File: config.mk
export PLATFORM = sky130hd
export DESIGN_NAME = dma_channel_allocator
export DESIGN_NICKNAME = d
export VERILOG_FILES = /design/src/dca_pkg.sv /design/src/dca_ram.sv /design/src/dca_find_free.sv /design/src/dma_channel_allocator.sv
export SDC_FILE = /design/constraint.sdc
export NUM_CORES = 1
export LEC_CHECK = 0
export BUFFER_PORTS_ARGS = -buffer_cell sky130_fd_sc_hd__buf_2
export CORE_ASPECT_RATIO = 1.25
export CORE_MARGIN = 2
export CORE_UTILIZATION = 47
export CTS_BUF_LIST = sky130_fd_sc_hd__clkbuf_4
export CTS_CLUSTER_SIZE = 24
export DETAILED_ROUTE_END_ITERATION = 8
export PLACE_DENSITY = 0.74
export RECOVER_POWER = 100
export SETUP_SLACK_MARGIN = 0.4
export SLEW_MARGIN = 20
export SYNTH_ARGS = -nofsm -noshare
export SYNTH_HDL_FRONTEND = slang
export SYNTH_SLANG_ARGS = --single-unit
File: constraint.sdc
create_clock -name clock -period 3.75 [get_ports clock]
set_input_delay 0.1875 -clock clock [delete_from_list [all_inputs] [get_ports clock]]
set_output_delay 0.1875 -clock clock [all_outputs]
set_load 0.05 [all_outputs]
File: src/dca_pkg.sv
package dca_pkg;

   localparam int NUM_CHANNELS = 32;
   localparam int NUM_SOURCES  = 64;

   // Fixed field widths of the ports
   localparam int FUNC_W    = 1;
   localparam int SRC_W     = 6;
   localparam int CHANNEL_W = 6;
   localparam int STATUS_W  = 2;

   // Derived internal widths
   localparam int CH_IDX_W  = $clog2(NUM_CHANNELS);
   localparam int CH_NUM_W  = $clog2(NUM_CHANNELS + 1);
   localparam int SRC_IDX_W = $clog2(NUM_SOURCES);

   localparam logic [FUNC_W-1:0] FUNC_REQUEST = 1'b0;
   localparam logic [FUNC_W-1:0] FUNC_RELEASE = 1'b1;

   localparam logic [STATUS_W-1:0] STATUS_DONE       = 2'd0;
   localparam logic [STATUS_W-1:0] STATUS_NO_FREE    = 2'd1;
   localparam logic [STATUS_W-1:0] STATUS_NOT_MAPPED = 2'd2;

   typedef enum logic {
      ST_IDLE,
      ST_EXEC
   } dca_state_type;

   typedef struct packed {
      logic                hit;
      logic [CH_IDX_W-1:0] idx;
   } free_slot_type;

endpackage

File: src/dca_ram.sv
module dca_ram #(
   parameter int WIDTH = 8,
   parameter int DEPTH = 16
) (
   input  logic                     clock,
   input  logic                     wr_en,
   input  logic [$clog2(DEPTH)-1:0] wr_addr,
   input  logic [WIDTH-1:0]         wr_data,
   input  logic                     rd_en,
   input  logic [$clog2(DEPTH)-1:0] rd_addr,
   output logic [WIDTH-1:0]         rd_data
);

   logic [WIDTH-1:0] mem [DEPTH];
   logic [WIDTH-1:0] rd_data_ff;

   always_ff @(posedge clock) begin
      if (wr_en) begin
         mem[wr_addr] <= wr_data;
      end
      if (rd_en) begin
         rd_data_ff <= mem[rd_addr];
      end
   end

   assign rd_data = rd_data_ff;

endmodule

File: src/dca_find_free.sv
module dca_find_free import dca_pkg::*; (
   input  logic [NUM_CHANNELS-1:0] used_map,
   output free_slot_type           slot
);

   // Scan from the top down so the lowest free channel wins.
   always_comb begin
      slot.hit = 1'b0;
      slot.idx = '0;
      for (int i = NUM_CHANNELS - 1; i >= 0; i--) begin
         if (!used_map[i]) begin
            slot.hit = 1'b1;
            slot.idx = CH_IDX_W'(i);
         end
      end
   end

endmodule

File: src/dma_channel_allocator.sv
// DMA channel allocator. Pulse start with req_func (0 request, 1 release) and
// req_request_id while busy is low; the item is taken at that edge. Each item
// gives exactly one result, registered out of the EXEC state: rsp_valid is high for
// a single cycle with rsp_channel (1 to 32, 0 if none) and rsp_status (0 done,
// 1 no free channel, 2 source holds no channel). The receiver cannot stall, so
// sample the result in the cycle rsp_valid is high. The pace of an item is
// set by the registered read of the source-to-channel table RAM: busy
// stays high in the cycle after acceptance while the table entry is read,
// modified and written back, and a new item is taken in the cycle the result
// is shown. A request takes the lowest free channel and overwrites any record
// the source already held; a release frees the recorded channel.
module dma_channel_allocator import dca_pkg::*; (
   input  logic                 clock,
   input  logic                 reset,
   input  logic                 start,
   output logic                 busy,
   input  logic [FUNC_W-1:0]    req_func,
   input  logic [SRC_W-1:0]     req_request_id,
   output logic                 rsp_valid,
   output logic [CHANNEL_W-1:0] rsp_channel,
   output logic [STATUS_W-1:0]  rsp_status
);

   dca_state_type state_ff, state_in;

   logic                    accept;
   logic [FUNC_W-1:0]       func_ff;
   logic [SRC_W-1:0]        src_ff;
   logic                    entry_valid_ff;
   logic [NUM_SOURCES-1:0]  valid_ff, valid_in;
   logic [NUM_CHANNELS-1:0] used_map_ff, used_map_in;

   logic                    ram_wr_en;
   logic [CH_NUM_W-1:0]     ram_wr_data;
   logic [CH_NUM_W-1:0]     ram_rd_data;
   logic [SRC_IDX_W-1:0]    src_idx;

   logic [CH_NUM_W-1:0]     entry;
   logic [CH_NUM_W-1:0]     grant_num;
   logic [CH_IDX_W-1:0]     release_idx;
   logic                    src_ok;
   free_slot_type           free_slot;

   logic                    rsp_valid_ff, rsp_valid_in;
   logic [CHANNEL_W-1:0]    rsp_channel_ff, rsp_channel_in;
   logic [STATUS_W-1:0]     rsp_status_ff, rsp_status_in;

   // Next state
   always_comb begin
      state_in = state_ff;
      case (state_ff)
         ST_IDLE: begin
            if (start) begin
               state_in = ST_EXEC;
            end
         end
         ST_EXEC: state_in = ST_IDLE;
         default: state_in = ST_IDLE;
      endcase
   end

   // State outputs
   always_comb begin
      case (state_ff)
         ST_IDLE: busy = 1'b0;
         ST_EXEC: busy = 1'b1;
         default: busy = 1'b1;
      endcase
   end

   assign accept = start && !busy;

   // Source table: one entry per source, read at accept, written back in EXEC
   dca_ram #(
      .WIDTH (CH_NUM_W),
      .DEPTH (NUM_SOURCES)
   ) u_src_table (
      .clock   (clock),
      .wr_en   (ram_wr_en),
      .wr_addr (SRC_IDX_W'(src_ff)),
      .wr_data (ram_wr_data),
      .rd_en   (accept),
      .rd_addr (src_idx),
      .rd_data (ram_rd_data)
   );

   assign src_idx = SRC_IDX_W'(req_request_id);

   dca_find_free u_find_free (
      .used_map (used_map_ff),
      .slot     (free_slot)
   );

   // An entry never written since reset reads as "no channel".
   assign entry       = entry_valid_ff ? ram_rd_data : '0;
   assign grant_num   = CH_NUM_W'(free_slot.idx) + CH_NUM_W'(1);
   assign release_idx = CH_IDX_W'(entry - CH_NUM_W'(1));
   assign src_ok      = int'(src_ff) < NUM_SOURCES;

   // Read-modify-write of the table entry and the busy map
   always_comb begin
      ram_wr_en      = 1'b0;
      ram_wr_data    = '0;
      used_map_in    = used_map_ff;
      valid_in       = valid_ff;
      rsp_valid_in   = 1'b0;
      rsp_channel_in = '0;
      rsp_status_in  = STATUS_DONE;
      if (state_ff == ST_EXEC) begin
         rsp_valid_in = 1'b1;
         if (!src_ok) begin
            rsp_status_in = STATUS_NOT_MAPPED;
         end else if (func_ff == FUNC_REQUEST) begin
            if (free_slot.hit) begin
               // Claim the lowest free channel; any older record is dropped.
               used_map_in[free_slot.idx] = 1'b1;
               ram_wr_en      = 1'b1;
               ram_wr_data    = grant_num;
               rsp_channel_in = CHANNEL_W'(grant_num);
            end else begin
               rsp_status_in = STATUS_NO_FREE;
            end
         end else begin
            if (entry == '0 || int'(entry) > NUM_CHANNELS) begin
               rsp_status_in = STATUS_NOT_MAPPED;
            end else begin
               // Free the recorded channel and clear the record.
               used_map_in[release_idx] = 1'b0;
               ram_wr_en      = 1'b1;
               ram_wr_data    = '0;
               rsp_channel_in = CHANNEL_W'(entry);
            end
         end
         if (ram_wr_en) begin
            valid_in[SRC_IDX_W'(src_ff)] = 1'b1;
         end
      end
   end

   always_ff @(posedge clock) begin
      if (reset) begin
         state_ff     <= ST_IDLE;
         used_map_ff  <= '0;
         valid_ff     <= '0;
         rsp_valid_ff <= 1'b0;
      end else begin
         state_ff     <= state_in;
         used_map_ff  <= used_map_in;
         valid_ff     <= valid_in;
         rsp_valid_ff <= rsp_valid_in;
      end
   end

   // Hold the item's fields for the EXEC cycle; advance result payload.
   always_ff @(posedge clock) begin
      if (accept) begin
         func_ff        <= req_func;
         src_ff         <= req_request_id;
         entry_valid_ff <= valid_ff[src_idx];
      end
      rsp_channel_ff <= rsp_channel_in;
      rsp_status_ff  <= rsp_status_in;
   end

   assign rsp_valid   = rsp_valid_ff;
   assign rsp_channel = rsp_channel_ff;
   assign rsp_status  = rsp_status_ff;

endmodule

==> run metrics, run 1 <==
status=finished with violations; failing checks=max-capacitance violations, max-slew violations; period utilisation layout=0.948; Max clock buf depth=3; P_leak=0.00643 uW; register area share after synthesis=0.697; max_cap viols=2; Fin. Hold Viols=0; WP buf/inv=1; vias per inst=5.94; Final GP Congestion=0.894; average wire per standard cell=24.4 um; RSZ-0062 raised after global routing=yes; DRC viols=0; layout cells sized above 1=0.278; gr ovfl total=0; vias in the first global route=11700; IO Pins=20; num rows=84; Max FO, Critical Path=6; # nets final=1273; slowest cell delay on critical path=670 ps; Mapped Cells=1151; Vias=between 10000 and 15000; Port Buffers=19; Synth Register Bits=between 500 and 600; pin count of the biggest net entering global routing=65; skew final=47.9 ps; Final WS setup=slightly below 200 ps; overall fraction of global-route tracks in use=0.215; worst path cell trace=nand4_1, or4_1, o21ai_0, nand2_1, nand4b_1, clkbuf_1, nor2_1; H-tree depth=3; post-place setup slack=287 ps; largest area contributor in the synthesized netlist=edfxtp_1; Synth area leaders=edfxtp_1 59%, mux4_2 16%, dfxtp_1 11%, o2bb2ai_1 2.8%, nor2_1 1.5%; CP Capture Type=register; Num Clock Sinks=504; CP Launch Type=register; CTS buffer count=113; PD cells=477 mW/mm2; starting density of the core=0.478; slew margin rel.=-0.457; async set-reset flop share out of synthesis=0; Post-synth EDFFs=398; drt total wl=about 47 mm; smallest hold slack=slightly below 100 ps; syn_area_per_cell=approximately 18 um2; initial antenna violation count=1; Yosys top cell area share=0.592; Final Max Slew Viols=48; Clock Latency Late Sink=between 800 and 900 ps; overall power=10800 uW; ANT nets after route=0; required time of the critical path=4230 ps; Placed Instances=1696; Initial DRC Count=1088; Ys Warns=0; Max Freq=281 MHz; DIE AREA=0.0446 mm2; Clock Tree Root=clkbuf_4; TritonCTS clock tree=done; Peak VDD IR=0.314 mV; area grow syn2layout=11.7%; Setup Crit Path Kind=register to register; Synth cell types=59; width of the die=189 um; most frequent cells in the layout=398 x edfxtp_1, 162 x clkbuf_4, 140 x mux4_2; crit path DAT=4030 ps; Post-synth top flop=edfxtp_1; Mapped Nets=1165; DIE HEIGHT=236 um; clock-pin slew on the worst setup and hold paths=70 ps; Reg area=roughly 0.014 mm2; final setup violation count=0; Crit-path slowest cell=or4_1; post-synthesis cell area=0.0202 mm2; Final HPWL DP=30.1 mm; first-pass GRT wire length=71.3 mm; Pre-antenna DRT Iters=5; commonest non-fill, non-tap cell in the layout=edfxtp_1; fill count=3373; Fin Setup TNS=0 ps; area of the multi-input gates=0.00576 mm2; top cell family by delay on the critical path=simple AND/OR/NAND/NOR gates; Post-Layout Cell Count=around 1900; Worst Hold Class=primary input to register; postcts setup bufs=0; total core area=approximately 0.042 mm2; Min Clock Period, post-route=3550 ps; Tightest Pin Transition=~2200 ps
==> synthesized netlist by cell type, drive strengths merged (2+ instances only) <==
cell	number
nor2	80
nand4b	2
or4	4
nand4	15
nand3b	8
o211ai	11
dfxtp	106
and4	9
clkbuf	43
a21o	2
inv	9
nand3	18
o221ai	2
nand2b	11
edfxtp	398
nor3	8
or3	3
and2	4
nor2b	6
a21boi	6
a22oi	14
a21oi	31
a311oi	2
or2	2
nand2	53
buf	33
o2bb2ai	64
mux4	140
ha	4
nor4	5
xnor2	2
a31oi	5
and3	2
o21ai	38
a31o	2
==> worst paths after layout <==
kind | from | end | slack, ps | depth (start not counted)
max | used_map_ff[18] | u_src_table.mem[46][2] | 200 | 7
min | req_func | func_ff | 100 | 2
max reg2reg | used_map_ff[18] | u_src_table.mem[46][2] | 200 | 7
min reg2reg | valid_ff[63] | valid_ff[63] | 460 | 1
==> state kept, by name, indices dropped and copies added (netlist names) <==
signal,flops
func_ff,1
valid_ff,64
used_map_ff,32
rsp_channel,6
src_ff,6
u_src_table.rd_data,6
entry_valid_ff,1
state_ff,1
u_src_table.mem,384
rsp_valid,1
rsp_status,2
==> power breakdown <==
group	internal, uW	total (uW)	switching [uW]	leakage [uW]
clock	2260	4370	2110	0.000885
sequential	5980	6000	24.2	0.00395
combinational	148	383	235	0.00159
total	8390	10800	2370	0.00643
==> cell families (layout without fill, tap and decap cells) <==
| family | after synthesis | count (layout) | share of synthesized area |
|---|---|---|---|
| buffers and inverters | 85 | 286 | 0.0180 |
| and+or+nand+nor | 232 | 232 | 0.0602 |
| AOI/OAI and AO/OA | 184 | 184 | 0.0650 |
| xor gates and xnor gates | 2 | 2 | 0.000868 |
| muxes | 140 | 140 | 0.156 |
| adders and majority gates | 4 | 4 | 0.00248 |
| other | 0 | 1 | 0 |
| DFF | 504 | 504 | 0.697 |
==> layer usage <==
metal	part of all wire	track usage	up-vias
met4	0.033	0.0980	0
met3	0.062	0.0401	92
met5	0	0	-
li1	-	-	4994
met1	0.39	0.265	5797
met2	0.52	0.367	479
==> metrics by stage <==
stage | cell area, um2 | utilization
floorplan | 20200 | -
global placement | 21100 | 0.500
detailed placement | 21100 | 0.500
CTS | 22700 | 0.537
global route | 22600 | 0.534
finish | 22600 | 0.534
==> area by class of cell <==
cell class,count,share of cell area
antenna,1,0.000111
clock inverter,47,0.0130
sequential,504,0.624
clock buffer,161,0.0536
timing repair buffer,69,0.0212
tap,559,0.0310
multi-input combinational,562,0.255
inverter,9,0.00150
==> what timing repair did <==
action,CTS,global route
endpoints found under the setup margin,34,258
hold buffers,7,0
gates resized for setup,2,34
endpoints found under the hold margin,45,0
Note: power is estimated with default switching activity, not from simulation.
==> run 2: changes to the inputs <==
Settings changed: PLACE_DENSITY 0.74 to 0.77.
==> run 2 against run 1 <==
The flow still finishes with violations (max-capacitance violations, max-slew violations). First-iteration DRC count rose by 11%. Setup slack improved by 170 ps. Die area did not move. Cell area barely moved. Via count rose by 1.1%. Non-clock buffer count fell by 6. Total power fell by 0.36%. Critical endpoint is now u_src_table.mem[51][5]. Largest power group unchanged.
==> run metrics, run 2 (synthesis gave the netlist of run 1 again) <==
Final GP Congestion=0.885; status=finished with violations; most frequent cells in the layout=398 x edfxtp_1, 171 x clkbuf_4, 140 x mux4_2; postcts setup bufs=0; starting density of the core=0.478; commonest non-fill, non-tap cell in the layout=edfxtp_1; Worst Hold Class=primary input to register; Final Max Slew Viols=approximately 120; # nets final=1269; CP Launch Type=register; ANT nets after route=0; Min Clock Period, post-route=around 3400 ps; Max clock buf depth=3; TritonCTS clock tree=done; period utilisation layout=0.901; IO Pins=20; vias per inst=6.00; Placed Area=approximately 0.021 mm2; DIE HEIGHT=236 um; required time of the critical path=4390 ps; overall fraction of global-route tracks in use=0.212; Clock Latency Late Sink=860 ps; H-tree depth=3; P_leak=0.00644 uW; Finished Cell Area=0.0225 mm2; Clock Tree Root=clkbuf_4; Largest regs=u_src_table.mem x384, valid_ff x64, used_map_ff x32; Port Buffers=19; clock-pin slew on the worst setup and hold paths=70 ps; layout cells sized above 1=0.281; overall power=~11000 uW; Max FO, Critical Path=25; width of the die=189 um; RSZ-0062 raised after global routing=yes; Tightest Pin Transition=roughly 2300 ps; Biggest register=u_src_table.mem; Final HPWL DP=28.1 mm; pin count of the biggest net entering global routing=66; initial antenna violation count=2; skew final=51.4 ps; Num Clock Sinks=between 500 and 600; average wire per standard cell=roughly 24 um; CP Capture Type=register; area grow syn2layout=11.6%; Pre-antenna DRT Iters=7; vias in the first global route=~12000; final setup violation count=0; fill count=about 3300; max_cap viols=3; Vias=11500; number of flip-flops in the largest register=384; num rows=84; DIE AREA=0.0446 mm2; Post-Layout Cell Count=1913; gr ovfl total=0; total core area=0.0423 mm2; Peak VDD IR=0.248 mV; Initial DRC Count=1207; drt total wl=about 46 mm; first-pass GRT wire length=around 71 mm; PD cells=between 400 and 500 mW/mm2; Fin. Hold Viols=0; slew margin rel.=-0.553; Placed Instances=1690; crit path DAT=4020 ps; Fin Setup TNS=0 ps; Setup Crit Path Kind=register to register; Max Freq=296 MHz; CTS buffer count=approximately 120; DRC viols=0; failing checks=max-capacitance violations, max-slew violations
run 2: cell count changes in the layout (fill, tap and decap cells not counted), moves of 3 or more:
cell,delta
clkbuf_4,+9
clkbuf_1,-4
nor2_2,-3
bufinv_16,-3
clkinv_2,+4
clkinv_1,-5
run 2: worst paths after layout:
kind         cells after the start                      to  slack, ps               from
max                              6  u_src_table.mem[51][5]        370    used_map_ff[13]
min                              2               src_ff[0]         40  req_request_id[0]
max reg2reg                      6  u_src_table.mem[51][5]        370    used_map_ff[13]
min reg2reg                      1            valid_ff[30]        460       valid_ff[30]
run 2: final cells by class:
class | instances | area [um2] | share of cell area
inverters | 9 | 33.8 | 0.00150
diodes | 1 | 2.50 | 0.000111
clock inverters | 46 | 251 | 0.0112
well taps | 559 | 699 | 0.0310
repair buffers | 63 | 463 | 0.0205
multi-input cells | 562 | 5740 | 0.255
clock buffers | 169 | 1270 | 0.0563
flip-flops and latches | 504 | 14100 | 0.625
run 2: worst max-delay path, cell delays in order (launching register included):
cell	delay (ps)
dfxtp_1	480
and4_1	390
nand4_1	270
or2_2	410
nor2_1	200
and4_1	1010
buf_4	430
run 2: repair_timing:
action | CTS | global route
endpoints found under the setup margin | 0 | 8
resized for setup | 0 | 2
hold endpoints to repair | 45 | 0
hold buffers | 7 | 0
run 2: through the flow:
stage          hold slack (ps)  setup slack [ps]  utilization
6_report                  40.1               370        0.533
5_1_grt                   61.0               219        0.533
4_1_cts                   5.02               596        0.536
3_5_place_dp               374               572        0.498
3_3_place_gp               369               686        0.498
2_1_floorplan              286               546            -
run 2: where the power goes:
| group | internal, uW | switching [uW] | total [uW] |
|---|---|---|---|
| Clock | 2170 | 2160 | 4330 |
| Sequential | 5980 | 23.9 | 6010 |
| Combinational | 149 | 233 | 382 |
| Total | 8300 | 2420 | 10700 |
run 2: metal layers:
| metal | part of all wire | wire length (um) | global-route usage | up-vias |
|---|---|---|---|---|
| li1 | - | - | - | 4989 |
| met1 | 0.39 | 18000 | 0.276 | 5809 |
| met2 | 0.50 | 23200 | 0.349 | 586 |
| met3 | 0.080 | 3700 | 0.0416 | 97 |
| met4 | 0.027 | 1240 | 0.0888 | 2 |
| met5 | 0.00024 | 11 | 0 | - |
